<file path="src/sc1a_pkg.sv">
// Shared constants and lookup tables for the set-1 scancode to ASCII translator.
package sc1a_pkg;

    // Scancode values with a fixed meaning.
    localparam logic [7:0] KEY_LSHIFT  = 8'h2A;
    localparam logic [7:0] KEY_RSHIFT  = 8'h36;
    localparam logic [7:0] KEY_CAPS    = 8'h3A;
    localparam logic [7:0] KEY_UP      = 8'h48;
    localparam logic [7:0] KEY_DOWN    = 8'h50;
    localparam logic [7:0] KEY_LEFT    = 8'h4B;
    localparam logic [7:0] KEY_RIGHT   = 8'h4D;
    localparam logic [7:0] TABLE_LEN   = 8'h3A;
    localparam logic [6:0] KEY_MASK    = 7'h7F;

    // Control codes produced by the arrow keys.
    localparam logic [6:0] CODE_UP     = 7'h01;
    localparam logic [6:0] CODE_DOWN   = 7'h02;
    localparam logic [6:0] CODE_BKSP   = 7'h08;

    // Letter ranges used for case folding.
    localparam logic [6:0] LOWER_A     = 7'h61;
    localparam logic [6:0] LOWER_Z     = 7'h7A;
    localparam logic [6:0] UPPER_A     = 7'h41;
    localparam logic [6:0] UPPER_Z     = 7'h5A;

    localparam int TAB_DEPTH = 58;

    typedef logic [6:0] char_t;

    // Translation without shift, indexed by make code.
    localparam char_t PLAIN_TAB [0:TAB_DEPTH-1] = '{
        7'h00, 7'h1B, 7'h31, 7'h32, 7'h33, 7'h34, 7'h35, 7'h36,
        7'h37, 7'h38, 7'h39, 7'h30, 7'h2D, 7'h3D, 7'h08, 7'h09,
        7'h71, 7'h77, 7'h65, 7'h72, 7'h74, 7'h79, 7'h75, 7'h69,
        7'h6F, 7'h70, 7'h5B, 7'h5D, 7'h0A, 7'h00,
        7'h61, 7'h73, 7'h64, 7'h66, 7'h67, 7'h68, 7'h6A, 7'h6B,
        7'h6C, 7'h3B, 7'h27, 7'h60, 7'h00, 7'h5C,
        7'h7A, 7'h78, 7'h63, 7'h76, 7'h62, 7'h6E, 7'h6D, 7'h2C,
        7'h2E, 7'h2F, 7'h00, 7'h2A, 7'h00, 7'h20
    };

    // Translation with shift held, indexed by make code.
    localparam char_t SHIFT_TAB [0:TAB_DEPTH-1] = '{
        7'h00, 7'h1B, 7'h21, 7'h40, 7'h23, 7'h24, 7'h25, 7'h5E,
        7'h26, 7'h2A, 7'h28, 7'h29, 7'h5F, 7'h2B, 7'h08, 7'h09,
        7'h51, 7'h57, 7'h45, 7'h52, 7'h54, 7'h59, 7'h55, 7'h49,
        7'h4F, 7'h50, 7'h7B, 7'h7D, 7'h0A, 7'h00,
        7'h41, 7'h53, 7'h44, 7'h46, 7'h47, 7'h48, 7'h4A, 7'h4B,
        7'h4C, 7'h3A, 7'h22, 7'h7E, 7'h00, 7'h7C,
        7'h5A, 7'h58, 7'h43, 7'h56, 7'h42, 7'h4E, 7'h4D, 7'h3C,
        7'h3E, 7'h3F, 7'h00, 7'h2A, 7'h00, 7'h20
    };

endpackage

</file>
<file path="src/scancode_set1_to_ascii_unit.sv">
// Top level of the set-1 scancode to ASCII translator.
//
// Usage:
//   The input channel (in_valid, in_stall, scancode) takes one raw set-1
//   scancode byte per word; bit 7 set marks a key release.
//   The output channel (out_valid, out_stall, char_code, cursor_right) gives
//   at most one word per input word. Releases, shift and caps-lock presses and
//   unmapped keys give no output word.
//   The byte lands in the input register, then the table lookup and the flag
//   update go through combinational logic into the output register. One word
//   is accepted per cycle, sustained while the receiver does not stall, set by
//   that single lookup stage.
//   While the receiver stalls, the output word holds; a byte still waiting in
//   the input register then asserts in_stall, so at most one more word is taken.
//   Reset clears both valid flags and the shift and caps-lock flags.
module scancode_set1_to_ascii_unit (
    input  logic       clk,
    input  logic       rst_n,
    input  logic       in_valid,
    output logic       in_stall,
    input  logic [7:0] scancode,
    output logic       out_valid,
    input  logic       out_stall,
    output logic [6:0] char_code,
    output logic       cursor_right
);

    logic       s1_valid_reg;
    logic [7:0] s1_code_reg;
    logic       shift_reg;
    logic       shift_next;
    logic       caps_reg;
    logic       caps_next;
    logic       out_valid_reg;
    logic [6:0] char_reg;
    logic       right_reg;

    logic       out_free;
    logic       s1_move;
    logic       in_take;
    logic       res_valid;
    logic [6:0] res_char;
    logic       res_right;
    logic       in_range;
    logic [5:0] tab_idx;
    logic [6:0] tab_char;
    logic       upper;

    // Handshake control for the two register stages.
    assign out_free = !out_valid_reg || !out_stall;
    assign s1_move  = s1_valid_reg && out_free;
    assign in_stall = s1_valid_reg && !out_free;
    assign in_take  = in_valid && !in_stall;

    // Table lookup for the byte in the input register.
    assign in_range = s1_code_reg < sc1a_pkg::TABLE_LEN;
    assign tab_idx  = in_range ? s1_code_reg[5:0] : 6'd0;
    assign tab_char = shift_reg ? sc1a_pkg::SHIFT_TAB[tab_idx] : sc1a_pkg::PLAIN_TAB[tab_idx];
    assign upper    = shift_reg ^ caps_reg;

    // Decode the byte into a result and the next flag values.
    always_comb
    begin
        res_valid  = 1'b0;
        res_char   = 7'd0;
        res_right  = 1'b0;
        shift_next = shift_reg;
        caps_next  = caps_reg;
        if (s1_code_reg[7])
        begin
            if ((s1_code_reg[6:0] & sc1a_pkg::KEY_MASK) == sc1a_pkg::KEY_LSHIFT[6:0] ||
                (s1_code_reg[6:0] & sc1a_pkg::KEY_MASK) == sc1a_pkg::KEY_RSHIFT[6:0])
            begin
                shift_next = 1'b0;
            end
        end
        else
        begin
            unique case (s1_code_reg) inside
                sc1a_pkg::KEY_UP:
                begin
                    res_valid = 1'b1;
                    res_char  = sc1a_pkg::CODE_UP;
                end
                sc1a_pkg::KEY_DOWN:
                begin
                    res_valid = 1'b1;
                    res_char  = sc1a_pkg::CODE_DOWN;
                end
                sc1a_pkg::KEY_LEFT:
                begin
                    res_valid = 1'b1;
                    res_char  = sc1a_pkg::CODE_BKSP;
                end
                sc1a_pkg::KEY_RIGHT:
                begin
                    res_valid = 1'b1;
                    res_right = 1'b1;
                end
                sc1a_pkg::KEY_LSHIFT, sc1a_pkg::KEY_RSHIFT:
                begin
                    shift_next = 1'b1;
                end
                sc1a_pkg::KEY_CAPS:
                begin
                    caps_next = !caps_reg;
                end
                default:
                begin
                    if (in_range && tab_char != 7'd0)
                    begin
                        res_valid = 1'b1;
                        res_char  = tab_char;
                        // Letters follow shift XOR caps lock; bit 5 picks the case.
                        if (tab_char >= sc1a_pkg::LOWER_A && tab_char <= sc1a_pkg::LOWER_Z)
                        begin
                            res_char[5] = !upper;
                        end
                        else if (tab_char >= sc1a_pkg::UPPER_A &&
                                 tab_char <= sc1a_pkg::UPPER_Z)
                        begin
                            res_char[5] = !upper;
                        end
                    end
                end
            endcase
        end
    end

    // Input register and modifier flags.
    always_ff @(posedge clk or negedge rst_n)
    begin
        if (!rst_n)
        begin
            s1_valid_reg <= 1'b0;
            shift_reg    <= 1'b0;
            caps_reg     <= 1'b0;
        end
        else
        begin
            if (in_take)
            begin
                s1_valid_reg <= 1'b1;
            end
            else if (s1_move)
            begin
                s1_valid_reg <= 1'b0;
            end
            if (s1_move)
            begin
                shift_reg <= shift_next;
                caps_reg  <= caps_next;
            end
        end
    end

    always_ff @(posedge clk)
    begin
        if (in_take)
        begin
            s1_code_reg <= scancode;
        end
    end

    // Output register: loads when free, holds while stalled.
    always_ff @(posedge clk or negedge rst_n)
    begin
        if (!rst_n)
        begin
            out_valid_reg <= 1'b0;
        end
        else if (out_free)
        begin
            out_valid_reg <= s1_move && res_valid;
        end
    end

    always_ff @(posedge clk)
    begin
        if (out_free && s1_move && res_valid)
        begin
            char_reg  <= res_char;
            right_reg <= res_right;
        end
    end

    assign out_valid    = out_valid_reg;
    assign char_code    = char_reg;
    assign cursor_right = right_reg;

`ifndef NO_ASSERTIONS
    // A cursor-right word never carries a character.
    a_right_no_char: assert property (@(posedge clk) disable iff (!rst_n)
        out_valid_reg && right_reg |-> char_reg == 7'd0)
        else $error("cursor_right word with nonzero char_code");

    // Caps lock changes only when a caps make code leaves the input register.
    a_caps_source: assert property (@(posedge clk) disable iff (!rst_n)
        !(s1_move && s1_code_reg == sc1a_pkg::KEY_CAPS) |=> $stable(caps_reg))
        else $error("caps flag changed without a caps make code");

    // Shift is set only by a shift make code.
    a_shift_source: assert property (@(posedge clk) disable iff (!rst_n)
        $rose(shift_reg) |-> $past(s1_move && (s1_code_reg == sc1a_pkg::KEY_LSHIFT ||
                                               s1_code_reg == sc1a_pkg::KEY_RSHIFT)))
        else $error("shift flag set without a shift make code");

    // A release code never produces an output word.
    a_release_silent: assert property (@(posedge clk) disable iff (!rst_n)
        s1_move && s1_code_reg[7] |=> !out_valid_reg)
        else $error("release code produced an output word");
`endif

endmodule
</file>
<file path="config.mk">
export PLATFORM = sky130hd
export DESIGN_NAME = scancode_set1_to_ascii_unit
export DESIGN_NICKNAME = d
export VERILOG_FILES = /design/src/sc1a_pkg.sv /design/src/scancode_set1_to_ascii_unit.sv
export SDC_FILE = /design/constraint.sdc
export NUM_CORES = 1
export LEC_CHECK = 0
export BUFFER_PORTS_ARGS = -buffer_cell sky130_fd_sc_hd__buf_2
export CAP_MARGIN = 10
export CELL_PAD_IN_SITES_DETAIL_PLACEMENT = 0
export CELL_PAD_IN_SITES_GLOBAL_PLACEMENT = 2
export CORE_MARGIN = 4
export CORE_UTILIZATION = 33
export CTS_CLUSTER_DIAMETER = 200
export CTS_CLUSTER_SIZE = 40
export DETAILED_ROUTE_END_ITERATION = 12
export HOLD_SLACK_MARGIN = 0.15
export PLACE_DENSITY = 0.9
export SYNTH_ARGS = -nofsm -noshare
export SYNTH_HDL_FRONTEND = slang
export SYNTH_SLANG_ARGS = --single-unit
export TNS_END_PERCENT = 20
</file>
<file path="constraint.sdc">
create_clock -name clk -period 4.24 [get_ports clk]
set_input_delay 1.06 -clock clk [delete_from_list [all_inputs] [get_ports clk]]
set_output_delay 1.06 -clock clk [all_outputs]
set_load 0.1 [all_outputs]
</file>
==> summary.md, run 1 <==
| Metric | Value |
|---|---|
| Seq/Total Area, Yosys | `0.2387` |
| Number of fill cells in the layout | `761` |
| Unrepaired setup endpoints after global routing | `false` |
| WP data arrival | `3.94 ns` |
| Routability cong. | `1.003` |
| Post-route cell area | `2770 µm²` |
| Cells on worst reg2reg path | `14` |
| Total Routed Length | `8.728 mm` |
| Overflow after GRT | `0` |
| Worst path max stage delay | `0.47 ns` |
| Root Buffer | `clkbuf_8` |
| Hold path cells | `1` |
| Layout cells sized above 1 | `0.1785` |
| Pre-antenna DRT Iters | `5` |
| Initial antenna violation count | `0` |
| Reg2reg start | `s1_code_reg[2]` |
| Post-synth net total | `329` |
| Htree depth | `1` |
| Mapped cell area | `2432 µm²` |
| Hold buffers post-CTS | `0` |
| I/O Pins | `22` |
| Commonest non-fill, non-tap cell in the layout | `nand2_1` |
| Reg area | `580.6 µm²` |
| Flop2flop setup slack | `0.32 ns` |
| EDFF count, synth | `16` |
| Fin. Hold Viols | `0` |
| Critical path's slowest cell | `or4_4` |
| Top_reg_cell synth | `edfxtp_1` |
| Clock Path Buffers | `2` |
| Post-cts resize count | `0` |
| F_max | `255.2 MHz` |
| CP top delay family | `compound AO/OA/AOI/OAI gates` |
| Critical-path maximum fanout | `8` |
| Flip-flop and latch count after synthesis | `20` |
| HP Start | `caps_reg` |
| WP buf/inv | `3` |
| Syn Area/Cell | `7.975 µm²` |
| Die extent in x | `93.85 µm` |
| Critical Path RT | `4.26 ns` |
| Placed instance count | `420` |
| Antenna diodes | `0` |
| Clk_lat worst skew | `0.26 ns` |
| Synth Warn # | `0` |
| Largest net degree at the start of global routing | `28` |
| Worst IR Drop VDD | `169.6 µV` |
| Max reg flops | `8` |
| Worst-path cell chain | `o2111a_1 > nor2_1 > nand2_1 > inv_1 > ha_1 > inv_1 > o221ai_1 > a21oi_1 > a222oi_1 > nand4_1 > or4_4 > o31ai_2 > a21boi_1 > buf_4` |
| Port bufs | `21` |
| Initial drt markers | `381` |
| CTS Sinks | `20` |
| Std cell rows | `31` |
| Setup CP Type | `register to register` |
| First-pass GRT wire length | `13.54 mm` |
| Area Growth Syn to Fin | `13.89%` |
| Status | `finished clean` |
| DRC | `0` |
| Post-CTS setup buffers | `0` |
| Number of unique standard cell types used by synthesis | `71` |
| Hold Crit Endpoint | `caps_reg` |
| Total leakage power | `1.024 nW` |
| Worst hold path class | `register to register` |
| Min cycle time layout | `3.919 ns` |
| Dpl cell area | `2699 µm²` |
| Most frequent cells in the layout | `nand2_1 (28), buf_4 (23), buf_2 (21), nor2_1 (20), a21oi_1 (18)` |
| GRT Total Usage | `0.1951` |
| Via count | `2710` |
| CTS Buf Count | `3` |
| Routed len/inst | `20.58 µm` |
| Fin crit share | `0.9242` |
| Via-to-Cell Ratio | `6.392` |
| Reg clk slew, reported paths | `0.07 ns` |
| Mapped Cells | `305` |
| Most used cell, CP | `inv_1` |
| Pwr Total | `0.0006849 W` |
| Total of max-cap violations | `0` |
| Multi-input gate area | `1668 µm²` |
| Pwr Density | `247.2 nW/µm²` |
| Reg-to-Reg End | `char_code[2]` |
| Relative slew margins | `0.5691` |
| Finished Layout Cells | `424` |
| DIE AREA | `8808 µm²` |
| Routed Antenna Nets | `0` |
| CP startpoint kind | `register` |
| Setup violations, final | `0` |
| Core region area | `7214 µm²` |
| Starting Density | `0.3371` |
| Max Clock Skew | `0.001523 ns` |
| Pins over their slew limit | `0` |
| Worst-margin pin slew | `0.6450 ns` |
| Launch point of the critical path | `s1_code_reg[2]` |
| Critical Path End Type | `register` |
| Hold_ws | `0.5097 ns` |
| Setup_tns | `0 ns` |
| CTS tree | `done` |
| Die Height | `93.85 µm` |
| HPWL after DPL | `6.406 mm` |
| Layout Nets | `350` |
| Vias in the first global route | `2477` |
| Async SR Flop Fraction | `0.2000` |
how the worst max path moves through the flow:
stage / slack [ns] / depth (start not counted) / end
final: 0.32 / 14 / char_code[2]
after global routing: 0.07 / 13 / char_code[3]
after CTS: 0.38 / 13 / char_code[2]
after detailed placement: 0.43 / 13 / char_code[2]
after global placement: 0.53 / 13 / char_code[4]
after floorplan: 0.29 / 14 / char_code[0]
logic make-up after synthesis:
kind of cell / after synthesis / synth area share
and+or+nand+nor: 110 / 0.2382
AOI/OAI and AO/OA: 109 / 0.3333
buffers and inverters: 41 / 0.07562
DFF: 20 / 0.2387
adders and majority gates: 13 / 0.06584
muxes: 8 / 0.03395
xor gates and xnor gates: 4 / 0.01441
final cells by class:
class | count | area share
clock buffer | 3 | 0.01491
clock inverter | 1 | 0.01084
inverter | 13 | 0.01762
multi-input combinational | 244 | 0.6021
sequential | 20 | 0.2096
tap | 99 | 0.04472
timing repair buffer | 44 | 0.1003
through the flow:
step                setup slack [ns]    util
finish                        0.3212  0.3840
global route                 0.06684  0.3840
CTS                           0.3758  0.3840
detailed placement            0.4324  0.3741
global placement              0.5283  0.3741
floorplan                     0.2854       -
metal layers:
metal  part of all wire  routed length (µm)  global-route usage  vias to the layer above
met3              0.096                 839             0.03526                       53
met1               0.40                3512              0.2579                     1240
met5                  0                   0                   0                        -
met4              0.063                 549             0.09868                        0
li1                   -                   -                   -                     1214
met2               0.44                3826              0.3028                      203
synth_stat cells (all sizes together), types with 5 or more instances:
| cell | count | share of area |
|---|---|---|
| nand2 | 28 | 0.043 |
| nor2 | 20 | 0.031 |
| a21oi | 18 | 0.037 |
| o21ai | 18 | 0.037 |
| edfxtp | 16 | 0.20 |
| buf | 15 | 0.035 |
| clkbuf | 13 | 0.020 |
| inv | 13 | 0.020 |
| ha | 12 | 0.062 |
| nand3 | 12 | 0.025 |
| o211ai | 11 | 0.034 |
| nor3 | 9 | 0.019 |
| a211oi | 6 | 0.019 |
| and2 | 6 | 0.015 |
| mux2i | 6 | 0.025 |
| nand2b | 6 | 0.015 |
| nor2b | 5 | 0.013 |
power by group:
group          internal, W  total, W  switching (W)
Sequential        0.000224  0.000239      0.0000148
Clock             0.000126  0.000189      0.0000628
Combinational    0.0000854  0.000257       0.000172
Total             0.000435  0.000685       0.000250
worst reg2reg max path: cells and delay by family, from the launching register on:
kind | cells | cell delay (ns)
AOI/OAI and AO/OA | 6 | 1.38
adders and majority gates | 1 | 0.37
buffers and inverters | 3 | 0.53
DFF | 1 | 0.43
and+or+nand+nor | 4 | 0.99
No activity file was read; power rests on OpenSTA's default activity.
==> inputs of run 2 (changes only) <==
RECOVER_POWER = 100   (was default)
==> run 2 against run 1 <==
Hold slack better by 0.0027 ns. Utilization decreased by 0.26 points. Largest cell class unchanged. Cell count unchanged. Combinational power barely moved. Highest routed layer unchanged. Sequential share of layout area rose by 0.14 points. Sequential power is essentially flat.
==> summary.md, run 2 (synthesis gave the netlist of run 1 again) <==
| Metric | Value |
|---|---|
| Status | `finished clean` |
| Area Growth Syn to Fin | `13.12%` |
| Pwr Density | `247.8 nW/µm² (+0.22%)` |
| Flop2flop setup slack | `0.19 ns (-0.13 ns)` |
| Most frequent cells in the layout | `nand2_1 (28), buf_4 (22), nor2_1 (20), a21oi_1 (18), o21ai_0 (17)` |
| Initial antenna violation count | `0 (unchanged)` |
| Power Internal | `0.0004336 W (-0.41%)` |
| Pre-antenna DRT Iters | `6 (+1)` |
| Initial drt markers | `390 (+2.4%)` |
| Setup violations, final | `0 (unchanged)` |
| Reg-to-Reg End | `char_code[2]` |
| Worst IR Drop VDD | `169.3 µV (-0.21%)` |
| Sequential share of power | `0.350 (about the same)` |
| Setup_tns | `0 ns (unchanged)` |
| Finished Layout Cells | `424 (unchanged)` |
| Worst-margin pin slew | `1.177 ns (+0.5319 ns)` |
| Critical Path End Type | `register` |
| Reg area | `580.6 µm² (unchanged)` |
| DRC | `0 (unchanged)` |
| Fin. Hold Viols | `0 (unchanged)` |
| Routability cong. | `1.003 (unchanged)` |
| Largest net degree at the start of global routing | `28 (unchanged)` |
| CP startpoint kind | `register` |
| Die extent in x | `93.85 µm (unchanged)` |
| Setup CP Type | `register to register` |
| Hold path cells | `1 (unchanged)` |
| Layout cells sized above 1 | `0.1385 (-0.04000)` |
| Number of fill cells in the layout | `768 (+0.92%)` |
| Clock Path Buffers | `2 (unchanged)` |
| First-pass GRT wire length | `13.54 mm (unchanged)` |
| I/O Pins | `22 (unchanged)` |
| Combinational fraction of design power | `0.373 (-0.003)` |
| F_max | `246.9 MHz (-3.2%)` |
| Critical-path maximum fanout | `15 (+7)` |
| Unrepaired setup endpoints after global routing | `false` |
| Port bufs | `21 (unchanged)` |
| Core region area | `7214 µm² (unchanged)` |
| CTS Sinks | `20 (unchanged)` |
| Antenna diodes | `0 (unchanged)` |
| Clock power share | `0.277 (about the same)` |
| Overflow after GRT | `0 (unchanged)` |
| Reg2reg start | `s1_code_reg[3]` |
| Routed len/inst | `20.28 µm (-1.5%)` |
| Pins over their slew limit | `0 (unchanged)` |
| Starting Density | `0.3371 (unchanged)` |
| Total of max-cap violations | `0 (unchanged)` |
| Hold buffers post-CTS | `0 (unchanged)` |
| Vias in the first global route | `2477 (unchanged)` |
| Min cycle time layout | `4.050 ns (+0.1312 ns)` |
| Commonest non-fill, non-tap cell in the layout | `nand2_1` |
| DIE AREA | `8808 µm² (unchanged)` |
| Hold Crit Endpoint | `caps_reg` |
| Root Buffer | `clkbuf_8` |
| GRT Total Usage | `0.1951 (unchanged)` |
| P_sw | `0.0002481 W (-0.56%)` |
| Post-cts resize count | `0 (unchanged)` |
| Via count | `2692 (-0.66%)` |
| Util after Layout | `0.3814 (-0.002601)` |
| Cells on worst reg2reg path | `11 (-3)` |
| Total leakage power | `0.9869 nW (-3.6%)` |
| Fin crit share | `0.9552 (+0.03094)` |
| CTS tree | `done` |
| Max Clock Skew | `0.002161 ns (+0.0006384 ns)` |
| Reg clk slew, reported paths | `0.07 ns (about the same)` |
| Layout Nets | `350 (unchanged)` |
| Placed instance count | `420 (unchanged)` |
| HP Start | `caps_reg` |
| Post-CTS setup buffers | `0 (unchanged)` |
| WP data arrival | `4.07 ns (+0.13 ns)` |
| HPWL after DPL | `6.406 mm (unchanged)` |
| Relative slew margins | `0.2188 (-0.3503)` |
| Critical Path RT | `4.26 ns (about the same)` |
| Multi-input gate area | `1668 µm² (unchanged)` |
| Clk_lat worst skew | `0.26 ns (about the same)` |
| Total Routed Length | `8.599 mm (-1.5%)` |
| Htree depth | `1 (unchanged)` |
| Std cell rows | `31 (unchanged)` |
| Worst hold path class | `register to register` |
| Die Height | `93.85 µm (unchanged)` |
| CTS Buf Count | `3 (unchanged)` |
| Routed Antenna Nets | `0 (unchanged)` |
| Switching share of power | `0.3639 (about the same)` |
| Max reg flops | `8 (unchanged)` |
| Launch point of the critical path | `s1_code_reg[3]` |
| Via-to-Cell Ratio | `6.349 (-0.66%)` |
run 2: layer usage:
layer  share of wire  vias to the layer above  global-route usage  wire length, µm
met3           0.088                       44             0.03526              760
met4           0.059                        0             0.09868              510
li1                -                     1219                   -                -
met1            0.41                     1243              0.2579             3501
met5               0                        -                   0                0
met2            0.44                      186              0.3028             3826
run 2: area by class of cell:
class,count,share of cell area
clock buffer,3,0.01501
multi-input combinational,244,0.6062
clock inverter,1,0.01091
sequential,20,0.2110
timing repair buffer,44,0.09413
tap,99,0.04502
inverter,13,0.01774
run 2: worst max-delay path by stage:
stage	slack [ns]	depth (start not counted)	endpoint
final	0.19	11	char_code[2]
after global routing	0.04	11	char_code[3]
after CTS	0.38	13	char_code[2]
after detailed placement	0.43	13	char_code[2]
after global placement	0.53	13	char_code[4]
after floorplan	0.29	14	char_code[0]
run 2: critical path: stages, from the launching register on:
cell	delay, ns
edfxtp_1	0.40
clkbuf_1	0.60
nand3_1	0.24
nand2_1	0.36
inv_2	0.10
o311a_1	0.37
o211ai_1	0.43
nand4_1	0.21
or4_4	0.47
o31ai_2	0.33
a21boi_1	0.11
buf_4	0.18
run 2: metrics by stage:
stage / total power, W / cell area, µm² / setup WS [ns] / hold slack (ns)
floorplan: 0.0004177 / 2432 / 0.2854 / 0.4659
global placement: 0.0004962 / 2699 / 0.5283 / 0.4869
detailed placement: 0.0004899 / 2699 / 0.4324 / 0.4967
CTS: 0.0006780 / 2770 / 0.3758 / 0.5097
global route: 0.0007109 / 2751 / 0.03666 / 0.5314
finish: 0.0006817 / 2751 / 0.1900 / 0.5125
run 2: power groups by stage:
| stage | Sequential, W | Combinational, W | Clock, W |
|---|---|---|---|
| 6_report | 0.000239 | 0.000254 | 0.000189 |
| 5_1_grt | 0.000240 | 0.000272 | 0.000199 |
| 4_1_cts | 0.000238 | 0.000249 | 0.000191 |
| 3_5_place_dp | 0.000242 | 0.000248 | 0 |
| 3_3_place_gp | 0.000242 | 0.000254 | 0 |
| 2_1_floorplan | 0.000257 | 0.000160 | 0 |
==> inputs of run 3 (changes only) <==
CTS_BUF_LIST = sky130_fd_sc_hd__clkbuf_4   (was default)
==> run 3 against run 2 <==
Total power fell by 5.0%. Cell count did not move. Global-route usage fell by 0.084 points. Clock skew fell by 0.00062 ns. Flip-flop and latch count did not move. Routed wire length fell by 0.17%. First-iteration DRC count fell by 8.5%. Clock power fell by 17%. Via count fell by 0.93%. Hold slack improved by 0.0012 ns. Count of clock-buffer cells in the layout did not move. Critical endpoint unchanged. Largest cell class unchanged.
==> summary.md, run 3 (synthesis gave the netlist of run 1 again) <==
| Metric | Value |
|---|---|
| Setup_tns | `0 ns (unchanged)` |
| Fin. Hold Viols | `0 (unchanged)` |
| Final Worst Setup Slack | `0.2320 ns (+0.04198 ns)` |
| Setup CP Type | `register to register` |
| F_max | `249.5 MHz (+1.0%)` |
| Total Routed Length | `8.584 mm (-0.17%)` |
| Worst-margin pin slew | `1.177 ns (-0.000006974 ns)` |
| Reg-to-Reg End | `char_code[2]` |
| DRC | `0 (unchanged)` |
| WP data arrival | `4.09 ns (+0.02 ns)` |
| Commonest non-fill, non-tap cell in the layout | `nand2_1` |
| Root Buffer | `clkbuf_4` |
| Hold buffers post-CTS | `0 (unchanged)` |
| Antenna diodes | `0 (unchanged)` |
| Post-route cell area | `2729 µm² (-0.82%)` |
| DIE AREA | `8808 µm² (unchanged)` |
| Min cycle time layout | `4.008 ns (-0.04198 ns)` |
| Die extent in x | `93.85 µm (unchanged)` |
| Die Height | `93.85 µm (unchanged)` |
| Unrepaired setup endpoints after global routing | `false` |
| Hold Crit Endpoint | `caps_reg` |
| Post-Place Worst Slack | `0.4324 ns (unchanged)` |
| Layout Nets | `350 (unchanged)` |
| Hold path cells | `1 (unchanged)` |
| Fin crit share | `0.9453 (-0.009901)` |
| HP Start | `caps_reg` |
| Post-CTS setup buffers | `0 (unchanged)` |
| CP startpoint kind | `register` |
| CTS tree | `done` |
| Initial antenna violation count | `0 (unchanged)` |
| CTS Buf Count | `3 (unchanged)` |
| Layout cells sized above 1 | `0.1354 (-0.003077)` |
| Reg2reg start | `s1_code_reg[2]` |
| Number of fill cells in the layout | `772 (+0.52%)` |
| Flop2flop setup slack | `0.23 ns (+0.04 ns)` |
| Max reg flops | `8 (unchanged)` |
| Htree depth | `1 (unchanged)` |
| Critical Path RT | `4.32 ns (+0.06 ns)` |
| Pre-antenna DRT Iters | `5 (-1)` |
| Setup violations, final | `0 (unchanged)` |
| First-pass GRT wire length | `13.49 mm (-0.35%)` |
| Total leakage power | `0.9766 nW (-1.0%)` |
| Most frequent cells in the layout | `nand2_1 (28), buf_4 (21), nor2_1 (20), a21oi_1 (18), o21ai_0 (17)` |
| Cells on worst reg2reg path | `12 (+1)` |
| Area Growth Syn to Fin | `12.19%` |
| Clk_lat worst skew | `0.30 ns (+0.04 ns)` |
| Port bufs | `21 (unchanged)` |
| Core region area | `7214 µm² (unchanged)` |
| HPWL after DPL | `6.406 mm (unchanged)` |
| Reg clk slew, reported paths | `0.11 ns (+0.04 ns)` |
| Relative slew margins | `0.2188 (about the same)` |
| Worst hold path class | `register to register` |
| Std cell rows | `31 (unchanged)` |
| Clock Path Buffers | `2 (unchanged)` |
| Routed len/inst | `20.25 µm (-0.17%)` |
| Vias in the first global route | `2451 (-1.0%)` |
| Critical Path End Type | `register` |
| Worst IR Drop VDD | `243.9 µV (+44%)` |
| GRT Total Usage | `0.1942 (-0.0008386)` |
| Critical-path maximum fanout | `22 (+7)` |
| Status | `finished clean` |
| Largest net degree at the start of global routing | `28 (unchanged)` |
| Via count | `2667 (-0.93%)` |
| Pwr Total | `0.0006478 W (-5.0%)` |
| I/O Pins | `22 (unchanged)` |
| Total of max-cap violations | `0 (unchanged)` |
| Util after Layout | `0.3783 (-0.003122)` |
| Pwr Density | `237.4 nW/µm² (-4.2%)` |
| Routability cong. | `1.003 (unchanged)` |
| Via-to-Cell Ratio | `6.290 (-0.93%)` |
| Pins over their slew limit | `0 (unchanged)` |
| Max Clock Skew | `0.001542 ns (-0.0006190 ns)` |
| Starting Density | `0.3371 (unchanged)` |
| Post-cts resize count | `0 (unchanged)` |
| Overflow after GRT | `0 (unchanged)` |
| Dpl cell area | `2699 µm² (unchanged)` |
| Routed Antenna Nets | `0 (unchanged)` |
| Initial drt markers | `357 (-8.5%)` |
| CTS Sinks | `20 (unchanged)` |
-- run 3: power breakdown --
group | total, W | internal, W | switching, W
Clock | 0.000157 | 0.0000956 | 0.0000609
Combinational | 0.000253 | 0.0000831 | 0.000170
Sequential | 0.000238 | 0.000224 | 0.0000144
-- run 3: worst max path at each step --
stage / startpoint / endpoint / slack [ns] / cells after the start
3_5_place_dp: s1_code_reg[2] / char_code[2] / 0.43 / 13
4_1_cts: s1_code_reg[2] / char_code[2] / 0.40 / 13
5_1_grt: s1_code_reg[2] / char_code[3] / 0.05 / 12
2_1_floorplan: s1_code_reg[7] / char_code[0] / 0.29 / 14
3_3_place_gp: s1_code_reg[2] / char_code[4] / 0.53 / 13
6_report: s1_code_reg[2] / char_code[2] / 0.23 / 12
-- run 3: cell type report --
type	count	area, µm²	area share
flip-flops and latches	20	580.6	0.2127
clock inverters	1	30.03	0.01100
well taps	99	123.9	0.04539
repair buffers	44	255.2	0.09354
multi-input cells	244	1668	0.6112
clock buffers	3	22.52	0.008253
inverters	13	48.80	0.01788
-- run 3: metal layers --
metal  global-route usage  part of all wire
met1               0.2603              0.41
met2               0.2975              0.44
met3              0.03365             0.091
met4              0.09988             0.067
met5                    0                 0
-- run 3: worst max-delay path, cell delays in order, from the launching register on --
cell and delay (ns):
edfxtp_1 0.44, clkbuf_1 0.46, nor3b_1 0.31, buf_4 0.16, nand2_1 0.28, inv_2 0.10
o311a_1 0.37, o211ai_1 0.41, nand4_1 0.16, or4_4 0.46, o31ai_2 0.32, a21boi_1 0.11
buf_4 0.18
-- run 3: per-stage QoR --
stage                     hold slack [ns]  std cells
after CTS                          0.5159        424
final                              0.5136        424
after floorplan                    0.4659        305
after global placement             0.4869        420
after detailed placement           0.4967        420
after global routing               0.5376        424
